==> src/sv/cc20_pkg.sv <==
// package: shared types and constants for the chacha20 stream cipher core
`timescale 1ns / 1ps
package cc20_pkg;
    localparam logic [31:0] C_SIGMA0 = 32'h61707865;
    localparam logic [31:0] C_SIGMA1 = 32'h3320646E;
    localparam logic [31:0] C_SIGMA2 = 32'h79622D32;
    localparam logic [31:0] C_SIGMA3 = 32'h6B206574;

    localparam logic [2:0] REG_KEY0   = 3'd0;
    localparam logic [2:0] REG_KEY1   = 3'd1;
    localparam logic [2:0] REG_KEY2   = 3'd2;
    localparam logic [2:0] REG_KEY3   = 3'd3;
    localparam logic [2:0] REG_NONCE0 = 3'd4;
    localparam logic [2:0] REG_NONCE1 = 3'd5;

    // request held in the queue between front and back
    typedef struct packed {
        logic [7:0] data;
        logic       last;
    } t_req;

    // key and nonce as seen by the block engine
    typedef struct packed {
        logic [255:0] key;
        logic [95:0]  nonce;
    } t_cfg;

    typedef logic [31:0] t_word;
    typedef t_word [15:0] t_state;
endpackage

==> src/sv/cc20_front.sv <==
// front part: input request queue
`timescale 1ns / 1ps
module cc20_front
    import cc20_pkg::*;
(
    input  logic       i_clk,
    input  logic       i_rst_n,
    input  logic       i_valid,
    output logic       o_stall,
    input  logic [7:0] i_data_byte,
    input  logic       i_last_byte,
    output logic       o_q_valid,
    output t_req       o_q_req,
    input  logic       i_q_pop
);
    t_req       r_mem [0:3];
    logic [1:0] r_wp, r_rp;
    logic [2:0] r_cnt;
    logic       w_push;

    assign o_stall   = (r_cnt == 3'd4);
    assign w_push    = i_valid && !o_stall;
    assign o_q_valid = (r_cnt != 3'd0);
    assign o_q_req   = r_mem[r_rp];

    always_ff @(posedge i_clk) begin
        if (w_push) begin
            r_mem[r_wp] <= '{data: i_data_byte, last: i_last_byte};
        end
    end

    always_ff @(posedge i_clk) begin
        if (!i_rst_n) begin
            r_wp  <= '0;
            r_rp  <= '0;
            r_cnt <= '0;
        end else begin
            if (w_push) r_wp <= r_wp + 2'd1;
            if (i_q_pop) r_rp <= r_rp + 2'd1;
            r_cnt <= r_cnt + {2'd0, w_push} - {2'd0, i_q_pop};
        end
    end
endmodule

==> config.mk <==
export PLATFORM = sky130hd
export DESIGN_NAME = cc20_front
export DESIGN_NICKNAME = d
export VERILOG_FILES = /design/src/sv/cc20_pkg.sv /design/src/sv/cc20_front.sv
export SDC_FILE = /design/constraint.sdc
export NUM_CORES = 1
export LEC_CHECK = 0
export ABC_AREA = 1
export BUFFER_PORTS_ARGS = -buffer_cell sky130_fd_sc_hd__clkbuf_2
export CORE_MARGIN = 8
export CORE_UTILIZATION = 35
export DETAILED_ROUTE_END_ITERATION = 12
export PLACE_DENSITY = 0.61
export SYNTH_ARGS = -nofsm -noshare
export SYNTH_HDL_FRONTEND = slang
export SYNTH_SLANG_ARGS = --single-unit
==> constraint.sdc <==
create_clock -name i_clk -period 1.7 [get_ports i_clk]
set_input_delay 0.17 -clock i_clk [delete_from_list [all_inputs] [get_ports i_clk]]
set_output_delay 0.17 -clock i_clk [all_outputs]
set_load 0.02 [all_outputs]
=== Word level (Yosys, flattened, before mapping) ===
Memory sizes are Yosys's and may differ from the RTL's. A register that Yosys moved wholly into a read port is not among the register bits.
Cells that the tools add are included.

* Register bits after elaboration: 7
* Bits in writable memories: 36
* Bits of input ports: 13
* Output and inout port bits: 11
* Logic and storage cells: 16
* Memories kept: 1

* Add/subtract/negate cells: 4
* Equality and inequality tests: 1
* Muxes and demuxes: 4
* Reduce and logical (&&, ||, !) cells: 3

{| class="wikitable"
|+ Memory list
! name !! words !! bits a word !! rd ports !! clocked after memory_dff !! write ports !! RTL line !! RTL
|-
| r_mem || 4 || 9 || 1 || 1 || 1 || cc20_front.sv:16 || <nowiki>t_req r_mem [0:3];</nowiki>
|}

{| class="wikitable"
|+ Operator list
! operator !! number
|-
| $add 2x1->2 const B || 2
|-
| $mux 2 || 2
|-
| $add 3x1->3 || 1
|-
| $eq 3x3->1 const B || 1
|-
| $reduce_bool 3->1 || 1
|-
| $sub 3x1->3 || 1
|-
| $mux 1 || 2
|-
| $logic_and 1x1->1 || 1
|-
| $logic_not 1->1 || 1
|}

=== Longest topological paths before layout ===
* Depth after elaboration: 5
* Gate-level depth with buffers: 11
* Gate-level depth less buffers: 11

=== Worst setup path before layout ===
No wires, ideal clock.

* Path type: register -> register
* From: register r_cnt[1]
* To: register r_cnt[2]
* Setup time: 0.115 ns
* Arrival: 1.686 ns
* Required time: 1.585 ns
* Path slack: -0.101 ns
* Cell stages (with the launch flop): 11
* Buffers on the path: 0
* Clock period less this slack: 1.801 ns
* Cell sequence: dfxtp_1 > nor2_1 > nand2_1 > nand2_1 > ha_1 > inv_1 > ha_1 > inv_1 > fa_1 > a21oi_1 > nor2_1

* Cells in the longest elaborated chain, start to end: 5

{| class="wikitable"
|+ Ends and longest elaborated chain
! item !! RTL line !! RTL
|-
| start: declaration || cc20_front.sv:18 || <nowiki>logic [2:0] r_cnt;</nowiki>
|-
| start signal: assignment || cc20_front.sv:40 || <nowiki>r_cnt <= r_cnt + {2'd0, w_push} - {2'd0, i_q_pop};</nowiki>
|-
| $eq 3x3->1 || cc20_front.sv:21 || <nowiki>assign o_stall = (r_cnt == 3'd4);</nowiki>
|-
| $logic_not 1->1 || cc20_front.sv:22 || <nowiki>assign w_push = i_valid && !o_stall;</nowiki>
|-
| $logic_and 1x1->1 || cc20_front.sv:22 ||
|-
| $add 3x1->3 (*) || cc20_front.sv:40 ||
|-
| $sub 3x1->3 (*) || cc20_front.sv:40 ||
|}

Mark *: on every way between the ends. The rest lies on a longest branch, timed or not.
A chain may end at the register's enable or synchronous reset.

=== Worst setup path in the final report ===
* From: register r_cnt[0]
* To: register r_cnt[1]

The elaborated chain is that of the path after synthesis.

==> results.py <==
metrics = {
    "cells_and_area": {
        "most-common-layout-cells": "edfxtp_1 (36), clkbuf_2 (23), nor2_1 (19)",
        "final_nets": 202,
        "layout_commonest_cell": "edfxtp_1",
        "area_delta_synth_final_pct": 19.0,
        "antenna_cells": 0,
        "drive_above_1_share_pct": 39.3,
    },
    "synthesis": {
        "syn_area_per_cell_um2": 13.0,
        "synth_cell_types": 18,
        "seq_area_frac_synth_pct": 66.7,
        "synth-seq-cells": 45,
        "netlist_area_mm2": 0.00189,
        "syn_nets": 165,
        "syn_inst": 145,
        "synth.yosys.warnings": 0,
    },
    "routing": {
        "ant_nets": 0,
        "drt-total-wl_mm": 3.53,
        "routedWlPerCell_um": 14.0,
        "vias": 1158,
        "drt_iter0_drc": 78,
        "vias_per_cell": 4.58,
        "drt-pass1-iter-count": 4,
        "drc": 0,
    },
    "hold_path": {
        "min-delay-start": "i_data_byte[3]",
        "hold_depth": 1,
        "hold-path-endpoint": "r_mem[2][4]",
        "hold_path.class": "in -> reg",
    },
    "setup_path": {
        "path_class": "reg -> reg",
        "timing.rr.end": "r_cnt[1]",
        "start_kind": "flip-flop",
        "cp-end-kind": "flip-flop",
        "path_max_fanout": 3,
        "cpMaxStageDelayCell": "fa_2",
        "r2r_start": "r_cnt[0]",
        "cp_cell_sequence": "nor2_2, nand2_2, nand2_2, ha_4, inv_2, ha_4, inv_2, fa_2, nor2_1",
        "critPathArrivalTime_ns": 1.87,
        "worst-endpoint-required_ns": 1.89,
        "regToRegSetupSlack_ns": 0.02,
        "reg2reg_depth": 9,
        "slowest_delay_ns": 0.52,
    },
    "power_and_ir_drop": {
        "power_switching_share_pct": 30.0,
        "power_switching_w": 0.000828,
        "seqPwrFrac_pct": 51.3,
        "pwr-share-clk_pct": 21.8,
        "vdd_ir_drop_max_uv": 795,
        "p_leak_nw": 0.867,
        "p_per_area_mw_per_mm2": 1230,
        "p_int_w": 0.00193,
        "p_comb_share_pct": 26.9,
    },
    "floorplanning": {
        "fp.dieW_um": 89.5,
        "ioPinCount": 24,
        "die_area_mm2": 0.00801,
        "start_util_pct": 36.6,
        "rows": 26,
        "die_h_um": 89.5,
        "core-area_mm2": 0.00517,
    },
    "clock_network": {
        "h-tree-depth": 2,
        "cts_buffer_depth": 2,
        "cts_tree": "yes",
        "hold_buffers": 0,
        "cts-buffers-inserted": 5,
        "cts_root_buf": "clkbuf_8",
        "clk_latency_ns": 0.29,
        "path_clk_slew_ns": 0.08,
        "numClockSinks": 45,
    },
    "sta": {
        "hold_viol_final": 0,
        "period_share_pct": 98.9,
        "timing.fmax_mhz": 595,
        "worst_slew_margin_rel_pct": 84.1,
        "skew_ns": 0.00283,
        "whs_ns": 0.0947,
        "setup_violations": 0,
        "tightest_slew_ns": 0.236,
        "layout_min_cycle_time_ns": 1.68,
        "layout_setup_ws_ns": 0.0189,
        "rsz0062_at_grt": "true",
        "drv_slew": 0,
    },
    "placed_design": {
        "io_buffers": 23,
        "gp_congestion": 0.667,
        "pre_cts_slack_ns": -0.0194,
        "dp_hpwl_mm": 2.41,
    },
    "flow_run": {
        "cap_viol_max_count": 0,
    },
    "global_route": {
        "grt_pass1_vias": 1188,
        "grt_pass1_wl_mm": 5.55,
        "grt_overflow_total": 0,
        "antenna_found_initial": 0,
        "track_usage_pct": 9.48,
        "grt_max_degree": 20,
    },
    "run_status": {
        "status": "finished clean",
    },
}
==> what timing repair did <==
action	4_1_cts	5_1_grt
endpoints found under the setup margin	2	10
pin swaps	0	4
buffers inserted	0	2
cloned	0	0
gates resized for setup	2	9
==> layer usage <==
metal	global-route usage [%]	share of wire, %
met2	15.6	48
met1	10.3	42
met4	3.63	1.6
met5	0	0
met3	4.69	8.0
==> area by class of cell <==
type                    count  area, µm²
flip-flops and latches     45       1260
clock inverters             3       12.5
multi-input cells          82        559
well taps                  70       87.6
fillers                   486       2920
inverters                  15       63.8
clock buffers               5       68.8
repair buffers             33        194
==> synth_stat cells <==
cell / count / share of area, %
inv_2: 1 / 0.20
ha_1: 6 / 4.0
fa_1: 1 / 1.1
nand2_1: 8 / 1.6
nand3_1: 3 / 0.79
or2_1: 2 / 0.66
o22ai_2: 9 / 6.0
buf_6: 2 / 1.2
inv_1: 13 / 2.6
o21ai_2: 2 / 0.93
nor2_2: 9 / 3.0
o21ai_0: 18 / 4.8
edfxtp_1: 36 / 57
buf_12: 1 / 1.1
inv_8: 1 / 0.60
dfxtp_1: 9 / 9.5
nor2_1: 20 / 4.0
a21oi_1: 4 / 1.1
==> cell families (layout without fill, tap and decap cells) <==
group | count (synthesis) | after routing | synth area share [%]
AND/OR/NAND/NOR | 42 | 42 | 9.99
flip-flops | 45 | 45 | 66.7
buffers and inverters | 18 | 56 | 5.62
adder cells (fa/ha/maj) | 7 | 7 | 5.03
AO/OA/AOI/OAI | 33 | 33 | 12.7
==> worst max-delay path: cells and delay by family (launching register included) <==
| kind | cells | cell delay (ns) |
|---|---|---|
| DFF | 1 | 0.34 |
| adders and majority gates | 3 | 0.85 |
| buffers and inverters | 2 | 0.10 |
| and+or+nand+nor | 4 | 0.30 |
==> sequential cells by signal, summed over array words and instances (netlist names), named ones only <==
name / cells
r_wp: 2
r_rp: 2
r_mem: 36
r_cnt: 3
==> worst max-delay path by stage <==
| stage | start | end | slack [ns] | cells past startpoint |
|---|---|---|---|---|
| floorplan | r_cnt[1] | r_cnt[2] | -0.004 | 10 |
| finish | r_cnt[0] | r_cnt[1] | 0.02 | 9 |
| global placement | r_cnt[0] | r_cnt[2] | 0.07 | 10 |
| detailed placement | r_cnt[0] | r_cnt[2] | -0.02 | 10 |
| CTS | r_cnt[1] | r_cnt[2] | 0.004 | 10 |
| global route | r_cnt[0] | r_cnt[1] | -0.04 | 9 |
==> power by group through the flow <==
stage,logic (W),clock network [W],registers (W)
floorplan,0.000456,0,0.00143
global placement,0.000665,0,0.00143
detailed placement,0.000696,0,0.00144
CTS,0.000698,0.000626,0.00142
global route,0.000840,0.000682,0.00143
finish,0.000744,0.000601,0.00142
==> per-stage QoR <==
stage	std cells	utilization [%]	total power [W]	cell area (µm²)	setup TNS, ns
final	253	43.5	0.00276	2250	0
after global routing	253	43.5	0.00295	2250	-0.0729
after CTS	251	42.6	0.00274	2200	0
after detailed placement	243	41.0	0.00214	2120	-0.0194
after global placement	243	41.0	0.00209	2120	0
after floorplan	145	-	0.00189	1900	-0.00357
Power figures use the tool's default switching activity.
