===== src/sv/cc20_pkg.sv =====
// package: shared types and constants for the chacha20 stream cipher core
`timescale 1ns / 1ps
package cc20_pkg;
    localparam logic [31:0] C_SIGMA0 = 32'h61707865;
    localparam logic [31:0] C_SIGMA1 = 32'h3320646E;
    localparam logic [31:0] C_SIGMA2 = 32'h79622D32;
    localparam logic [31:0] C_SIGMA3 = 32'h6B206574;

    localparam logic [2:0] REG_KEY0   = 3'd0;
    localparam logic [2:0] REG_KEY1   = 3'd1;
    localparam logic [2:0] REG_KEY2   = 3'd2;
    localparam logic [2:0] REG_KEY3   = 3'd3;
    localparam logic [2:0] REG_NONCE0 = 3'd4;
    localparam logic [2:0] REG_NONCE1 = 3'd5;

    // request held in the queue between front and back
    typedef struct packed {
        logic [7:0] data;
        logic       last;
    } t_req;

    // key and nonce as seen by the block engine
    typedef struct packed {
        logic [255:0] key;
        logic [95:0]  nonce;
    } t_cfg;

    typedef logic [31:0] t_word;
    typedef t_word [15:0] t_state;
endpackage


===== src/sv/cc20_back.sv =====
// back part: keystream buffer, counter and output register
`timescale 1ns / 1ps
module cc20_back
    import cc20_pkg::*;
(
    input  logic         i_clk,
    input  logic         i_rst_n,
    input  logic         i_q_valid,
    input  t_req         i_q_req,
    output logic         o_q_pop,
    output logic         o_start,
    output logic [31:0]  o_counter,
    input  logic         i_done,
    input  logic [511:0] i_block,
    output logic         o_valid,
    input  logic         i_stall,
    output logic [7:0]   o_out_byte,
    output logic         o_out_last
);
    localparam logic [1:0] ST_EMPTY = 2'd0;
    localparam logic [1:0] ST_CALC  = 2'd1;
    localparam logic [1:0] ST_READY = 2'd2;

    logic [1:0]   r_st;
    logic [31:0]  r_ctr;
    logic [5:0]   r_pos;
    logic [511:0] r_ks;
    logic         r_ov;
    logic [7:0]   r_ob;
    logic         r_ol;
    logic         w_room;

    assign w_room    = !r_ov || !i_stall;
    assign o_q_pop   = (r_st == ST_READY) && i_q_valid && w_room;
    assign o_start   = (r_st == ST_EMPTY) && i_q_valid;
    assign o_counter = r_ctr;
    assign o_valid   = r_ov;
    assign o_out_byte = r_ob;
    assign o_out_last = r_ol;

    always_ff @(posedge i_clk) begin
        if (i_done) r_ks <= i_block;
        if (o_q_pop) begin
            r_ob <= i_q_req.data ^ r_ks[{r_pos, 3'b000} +: 8];
            r_ol <= i_q_req.last;
        end
    end

    always_ff @(posedge i_clk) begin
        if (!i_rst_n) begin
            r_st  <= ST_EMPTY;
            r_ctr <= '0;
            r_pos <= '0;
            r_ov  <= 1'b0;
        end else begin
            if (o_q_pop) r_ov <= 1'b1;
            else if (!i_stall) r_ov <= 1'b0;
            unique case (r_st)
                ST_EMPTY: if (o_start) r_st <= ST_CALC;
                ST_CALC: if (i_done) begin
                    r_st  <= ST_READY;
                    r_ctr <= r_ctr + 32'd1;
                end
                ST_READY: if (o_q_pop) begin
                    r_pos <= r_pos + 6'd1;
                    if (i_q_req.last) begin
                        r_ctr <= '0;
                        r_pos <= '0;
                        r_st  <= ST_EMPTY;
                    end else if (r_pos == 6'd63) begin
                        r_st <= ST_EMPTY;
                    end
                end
                default: r_st <= ST_EMPTY;
            endcase
        end
    end
endmodule


===== config.mk =====
export PLATFORM = sky130hd
export DESIGN_NAME = cc20_back
export DESIGN_NICKNAME = d
export VERILOG_FILES = /design/src/sv/cc20_pkg.sv /design/src/sv/cc20_back.sv
export SDC_FILE = /design/constraint.sdc
export NUM_CORES = 1
export LEC_CHECK = 0
export BUFFER_PORTS_ARGS = -buffer_cell sky130_fd_sc_hd__buf_2
export CAP_MARGIN = 20
export CORE_AREA = 2 2 221 223
export CTS_CLUSTER_DIAMETER = 120
export DETAILED_ROUTE_END_ITERATION = 16
export DIE_AREA = 0 0 223 225
export GPL_TIMING_DRIVEN = 0
export PLACE_DENSITY = 0.71
export SYNTH_ARGS = -nofsm -noshare
export SYNTH_HDL_FRONTEND = slang
export SYNTH_SLANG_ARGS = --single-unit

===== constraint.sdc =====
create_clock -name i_clk -period 5.6 [get_ports i_clk]
set_input_delay 0.56 -clock i_clk [delete_from_list [all_inputs] [get_ports i_clk]]
set_output_delay 0.56 -clock i_clk [all_outputs]
set_load 0.02 [all_outputs]

Word level (Yosys, flattened, before mapping):

Cells that the tools add are included.
W data, S select, Z words.

* register bits after elaboration: 562
* output and inout bits: 44
* word-level logic and storage cells: 44

* add/subtract/negate cells: 2
* eq/ne operators: 9
* shifts and indexed selects: 1
* multiplexer cells: 13
* bitwise gates (word level): 1
* reductions and logical operators: 11

Operators by type and width (count)
* $shiftx A512 B10 Y8: 1
* $mux W32: 3
* $pmux W32 S2: 1
* $add A32 B1 Y32 const B: 1
* $mux W2: 5
* $ne A2 B2 Y1 const B: 5
* $reduce_and A4 Y1: 2
* $xor A8 B8 Y8: 1
* $add A6 B1 Y6 const B: 1
* $eq A6 B6 Y1 const B: 1
* $mux W6: 1
* $pmux W2 S3: 1
* $logic_and A1 B1 Y1: 3
* $ne A3 B2 Y1 const B: 1
* $eq A2 B1 Y1 const B: 1
* $eq A2 B2 Y1 const B: 1
* $logic_not A1 Y1: 2
* $logic_not A2 Y1: 1
* $mux W1: 2
* $reduce_and A2 Y1: 1
* $reduce_bool A2 Y1: 1
* $logic_or A1 B1 Y1: 1

Longest topological paths before layout:

Gate-level depths: netlist (run 1).

* depth after elaboration: 5
* gate-level depth with buffers: 10
* mapped depth without buffers: 6

Worst setup path after synthesis (run 1):

No wires, ideal clock.

* path type: register to register
* start: reg r_st[1]
* end: reg r_pos[5]
* arrival: 2.056 ns
* data required time: 5.472 ns
* path slack: 3.416 ns
* stages on the path, launching flop included: 9
* period minus slack after synthesis: 2.184 ns
* path through: dfxtp_1 > buf_2 > nor2b_1 > and2_1 > clkbuf_1 > and3_1 > and3_1 > xnor2_1 > nor2_1

* cells in the longest elaborated chain, start to end: 4

Ends and longest elaborated chain
* start: declaration: RTL line cc20_back.sv:24 `logic [1:0] r_st;`
* start signal: assignment: RTL line cc20_back.sv:51 `r_st <= ST_EMPTY;`
* start signal: assignment: RTL line cc20_back.sv:59 `ST_EMPTY: if (o_start) r_st <= ST_CALC;`
* start signal: assignment: RTL line cc20_back.sv:61 `r_st <= ST_READY;`
* $eq A2 B2 Y1: RTL line cc20_back.sv:34 `assign o_q_pop = (r_st == ST_READY) && i_q_valid && w_room;`
* $logic_and A1 B1 Y1 (2 in series): RTL line cc20_back.sv:34
* via o_q_pop: RTL line cc20_back.sv:10 `output logic o_q_pop,`
* $reduce_and A2 Y1 (no line)
* end signal: assignment: RTL line cc20_back.sv:65 `r_pos <= r_pos + 6'd1;`
* end: declaration: RTL line cc20_back.sv:26 `logic [5:0] r_pos;`

The timed path passes the listed nets, and every way through them passes these cells.
A chain may end at the register's enable or synchronous reset.

Worst setup path after layout (run 1):

* start: reg r_pos[1]
* end: reg r_ob[6], in the netlist o_out_byte[6] (data pin)

* cells in the longest elaborated chain, start to end: 2

Ends and longest elaborated chain
* $shiftx A512 B10 Y8: RTL line cc20_back.sv:44 `r_ob <= i_q_req.data ^ r_ks[{r_pos, 3'b000} +: 8];`
* $xor A8 B8 Y8: RTL line cc20_back.sv:44
* end signal: assignment: RTL line cc20_back.sv:44
* end: declaration: RTL line cc20_back.sv:29 `logic [7:0] r_ob;`

No other way between the ends.

==> results of run 1 <==
-- state kept, by name, indices dropped and copies added, names as in the netlist --
signal	cells
o_out_byte	8
r_ks	512
r_st	2
o_counter	32
o_valid	1
o_out_last	1
r_pos	6
-- per-stage QoR --
stage | total power, uW | instance area [um^2]
6_report | 9215 | 27420
5_1_grt | 9502 | 27410
4_1_cts | 9282 | 27360
3_5_place_dp | 5731 | 25620
3_3_place_gp | 5747 | 25490
2_1_floorplan | 5333 | 21870
-- metal layers --
layer | track usage (%) | wire length (um) | up-vias | share of wire, %
met5 | 0 | 69 | - | 0.10
met4 | 9.179 | 2056 | 12 | 3.1
met3 | 6.375 | 6318 | 123 | 9.5
met2 | 43.43 | 32950 | 747 | 50
met1 | 33.20 | 24880 | 6764 | 38
li1 | - | - | 5880 | -
-- area by class of cell --
type	count	area, um^2	area share, %
Clock inverter	27	214.0	0.7804
Buffer	60	356.6	1.301
Timing Repair Buffer	574	2983	10.88
Inverter	11	41.29	0.1506
Clock buffer	78	1526	5.568
Tap cell	615	769.5	2.807
Sequential cell	562	16470	60.06
Multi-Input combinational cell	484	5006	18.26
Antenna cell	21	52.55	0.1917
-- critical path, cell delays in order (launching register included) --
cell and delay (ns):
dfxtp_1 0.38, buf_4 0.25, nand3b_1 0.63, clkbuf_1 0.77, o221ai_1 0.43, a211oi_1 0.41
a21oi_1 0.13, a21oi_1 0.32, xnor2_1 0.10
-- kinds of logic (layout without fill, tap and decap cells) --
kind of cell               after synthesis  after routing  synth area share [%]
AOI/OAI and AO/OA                      124            124                 3.994
DFF                                    562            562                 75.29
muxes                                  169            169                 13.30
other                                    0             21                     0
and+or+nand+nor                        153            153                 4.039
xor gates and xnor gates                36             36                 1.442
buffers and inverters                   71            750                 1.814
adders and majority gates                2              2                0.1144
-- cell usage in the layout (no fill, tap or decap), types with 4 or more instances in the layout --
cell type  count
xor2_1         5
nor2_1        45
inv_1         11
o221ai_1      12
o22ai_1       14
nand2_1       25
nor2b_1        6
mux4_2        97
mux2i_1       69
nand3_1       10
clkbuf_1      35
xnor2_1       31
or3_1          8
edfxtp_1     521
buf_6          8
a21oi_1       30
nand2b_1       6
buf_4         11
nor3b_1        4
a22oi_1       23
buf_2        591
nor4_1         6
a211oi_1      17
a221oi_1       4
clkinv_2      10
clkinv_1       9
o21ai_0        8
dfxtp_1       41
buf_16         4
clkbuf_16     58
nand4_1        7
a22o_1         5
diode_2       21
nor3_1        10
-- worst paths after layout --
kind | from | to | slack (ns) | cells after the start
worst max-delay path | r_pos[1] | o_out_byte[6] | 1.90 | 8
worst min-delay path | i_block[103] | r_ks[103] | 0.12 | 1
worst max register to register | r_pos[1] | o_out_byte[6] | 1.90 | 8
worst min register to register | o_counter[11] | o_counter[11] | 0.52 | 2
-- power by group --
part           switching [uW]  internal [uW]  leakage, uW
logic                     303            321      0.00381
clock network            1570           2000     0.000850
registers                86.4           4930      0.00542
==> reports/metrics.yaml, run 1 <==
synth_common_cells: "edfxtp_1 (521), mux4_2 (97), mux2i_1 (69)"
place_congestion: 0.8796
drc_errors: 0
syn-cell-area_um2: 21870
synth.area.top_cells: "edfxtp_1 (72%), mux4_2 (10%), dfxtp_1 (3.8%), mux2i_1 (3.2%), xnor2_1 (1.2%)"
yosysTopAreaCellShare_pct: 71.54
synth_most_common_cell: "edfxtp_1"
setup_violations: 0
crit_required_ns: 5.96
relSlewSlack_pct: 25.81
die_h_um: 225
synth_top_area_cell: "edfxtp_1"
drtIter0Drc: 1252
clockRootBuffer: "clkbuf_16"
yosys_warnings: 0
setup_slack_ns: 1.901
syn_nets: 1645
cts_tree: "built"
ys_ff_latch: 562
dieWidth_um: 223
routed_wl_um: 66280
final_nets: 2278
dr.pass1.iters: 5
cts_setup_buffers: 0
power.leakage_uw: 0.01008
ir_drop_mv: 0.2669
syn_avg_cell_area_um2: 19.58
maxCapViolations: 0
grt_setup_unrepaired: "false"
setup.worst_path.start_class: "flop"
ctsHtreeMaxLevel: 2
cts_buffer_depth: 3
ctsHoldBuffers: 0
grt_pass1_vias: 13910
routedWlPerCell_um: 27.25
powerDensity_nw_per_um2: 336.1
final_hold_viol_count: 0
finalCriticalPeriod_ns: 3.699
slew_violations: 0
coreArea_um2: 47550
arrival_ns: 4.06
period_share_pct: 66.05
layout-area-overhead-vs-synth_pct: 25.36
drive_gt1_share_pct: 44.93
vias_per_cell: 5.562
insertion_delay_ns: 0.61
synth_cell_types: 56
final.setup.tns_ns: 0
min_path_type: "input port to flop"
worstPathMaxFanout: 10
max_freq_mhz: 270.4
synth_ff_type: "edfxtp_1"
status: "completed"
vias: 13530
cts_resized: 0
cts_sinks: 562
clk_pin_slew_ns: 0.06
synth_edf_count: 521
nFillCells: 3614
hpwl_um: 49710
antenna_left: 0
path_class: "flop to flop"
finalNonFillerCells: 2432
pre_cts_slack_ns: 1.827
numCtsBuffers: 57
skew_ns: 0.01515
grt_pass1_wl_um: 92160
pin_count: 570
grt_use_total_pct: 25.94
overflow: 0
synthCells: 1117
utilization_pct: 57.66
synth_seq_area_share_pct: 75.29
fin_hold_ws_ns: 0.1178
rows: 80
grt_max_degree: 135
die-area_um2: 50180
grt_antenna_before_repair: 28
endpoint_kind: "flop"
worstMarginPinSlew_ns: 1.113
dp_cells: 2306
io_buffers: 569
start_util_pct: 45.99
async_flop_share_pct: 0
Power figures use the tool's default switching activity.
==> run 2: changes to the inputs <==
Settings changed: CORE_AREA 2 2 221 223 to unset, CORE_ASPECT_RATIO set to 0.75, CORE_MARGIN set to 1.5, CORE_UTILIZATION set to 48, DIE_AREA 0 0 223 225 to unset, PLACE_DENSITY 0.71 to 0.76.
Clock period 5.6 ns to 2.99 ns, I/O delays scaled along.
==> reports/metrics.yaml, run 2 <==
cts_setup_buffers: 3  # was 0
dieWidth_um: 249.5  # was 223 um
numCtsBuffers: 52  # was 57
stop_error: "[ERROR RSZ-0060] Max buffer count reached."
cts_sinks: 562  # unchanged
synthCells: 1117  # unchanged
cts_buffer_depth: 3  # unchanged
status: "did not finish"  # was completed
place_congestion: 0.8319  # was 0.8796
synth_ff_type: "edfxtp_1"  # unchanged
synth_edf_count: 521  # unchanged
synth_top_area_cell: "edfxtp_1"  # unchanged
ctsHtreeMaxLevel: 2  # unchanged
yosys_warnings: 0  # unchanged
yosysTopAreaCellShare_pct: 71.54  # unchanged
async_flop_share_pct: 0  # unchanged
syn-cell-area_um2: 21870  # unchanged
cts_resized: 22  # was 0
pin_count: 570  # unchanged
synth.area.top_cells: "edfxtp_1 (72%), mux4_2 (10%), dfxtp_1 (3.8%), mux2i_1 (3.2%), xnor2_1 (1.2%)"  # unchanged
synth_common_cells: "edfxtp_1 (521), mux4_2 (97), mux2i_1 (69)"  # unchanged
pre_cts_slack_ns: -0.7576  # was 1.827 ns
io_buffers: 569  # unchanged
stop_stage: "4_1_cts"
ys_ff_latch: 562  # unchanged
rows: 67  # was 80
start_util_pct: 48.76  # was 45.99%
synth_cell_types: 56  # unchanged
die_h_um: 187.9  # was 225 um
post_dp_cell_area_um2: 25580  # was 25620 um^2
syn_avg_cell_area_um2: 19.58  # unchanged
syn_nets: 1645  # unchanged
synth_seq_area_share_pct: 75.29  # unchanged
clockRootBuffer: "clkbuf_16"  # unchanged
hpwl_um: 46280  # was 49710 um
ctsHoldBuffers: 476  # was 0
synth_most_common_cell: "edfxtp_1"  # unchanged
==> run 2: cell counts after synthesis <==
Identical to the previous run, type by type.
==> run 2: logic make-up after synthesis <==
| logic type | Yosys count | synth area share [%] |
|---|---|---|
| flip-flops | 562 | 75.29 |
| multiplexers | 169 | 13.30 |
| AND/OR/NAND/NOR | 153 | 4.039 |
| AO/OA/AOI/OAI | 124 | 3.994 |
| buffers and inverters | 71 | 1.814 |
| XOR/XNOR | 36 | 1.442 |
| adder cells (fa/ha/maj) | 2 | 0.1144 |
==> run 2: metrics by stage <==
stage / cells / utilization (%) / hold slack [ns] / setup TNS, ns
detailed placement: 2277 / 57.05 / 0.4771 / -4.290
global placement: 2272 / 56.74 / 0.4758 / -3090.24
floorplan: 1117 / - / 0.3979 / 0
==> run 3: changes to the inputs <==
Settings changed: CORE_ASPECT_RATIO 0.75 to unset, CORE_UTILIZATION 48 to 40, CTS_CLUSTER_DIAMETER 120 to unset, PLACE_DENSITY 0.76 to unset, PLACE_DENSITY_LB_ADDON set to 0.15.
Clock period 2.99 ns to 3.89 ns, I/O delays scaled along.
==> reports/metrics.yaml, run 3 <==
synth_edf_count: 521  # unchanged
synth_ff_type: "edfxtp_1"  # unchanged
start_util_pct: 40.56  # was 48.76%
synthCells: 1117  # unchanged
numCtsBuffers: 60  # was 52
dieWidth_um: 236.8  # was 249.5 um
synth.area.top_cells: "edfxtp_1 (72%), mux4_2 (10%), dfxtp_1 (3.8%), mux2i_1 (3.2%), xnor2_1 (1.2%)"  # unchanged
ctsHoldBuffers: 501  # was 476
cts_setup_buffers: 0  # was 3
synth_cell_types: 56  # unchanged
die_h_um: 236.8  # was 187.9 um
rows: 85  # was 67
cts_buffer_depth: 3  # unchanged
ctsHtreeMaxLevel: 2  # unchanged
syn-cell-area_um2: 21870  # unchanged
stop_stage: "4_1_cts"  # unchanged
stop_error: "[ERROR RSZ-0060] Max buffer count reached."  # unchanged
pin_count: 570  # unchanged
ys_ff_latch: 562  # unchanged
cts_sinks: 562  # unchanged
synth_seq_area_share_pct: 75.29  # unchanged
synth_top_area_cell: "edfxtp_1"  # unchanged
clockRootBuffer: "clkbuf_16"  # unchanged
async_flop_share_pct: 0  # unchanged
status: "did not finish"  # unchanged
syn_avg_cell_area_um2: 19.58  # unchanged
cts_resized: 0  # was 22
dp_cells: 2387  # was 2277
io_buffers: 569  # unchanged
yosys_warnings: 0  # unchanged
hpwl_um: 50850  # was 46280 um
yosysTopAreaCellShare_pct: 71.54  # unchanged
synth_common_cells: "edfxtp_1 (521), mux4_2 (97), mux2i_1 (69)"  # unchanged
place_congestion: 0.8226  # was 0.8319
synth_most_common_cell: "edfxtp_1"  # unchanged
syn_nets: 1645  # unchanged
run 3: cell families after synthesis:
group	synth area share [%]
muxes	13.30
AOI/OAI and AO/OA	3.994
xor gates and xnor gates	1.442
adders and majority gates	0.1144
buffers and inverters	1.814
DFF	75.29
and+or+nand+nor	4.039
run 3: through the flow:
step / setup WS [ns] / hold slack, ns / area (um^2) / setup TNS, ns
3_5_place_dp: 0.2928 / 0.5071 / 25720 / 0
3_3_place_gp: -6.895 / 0.4843 / 25590 / -2787.54
2_1_floorplan: 1.706 / 0.4879 / 21870 / 0
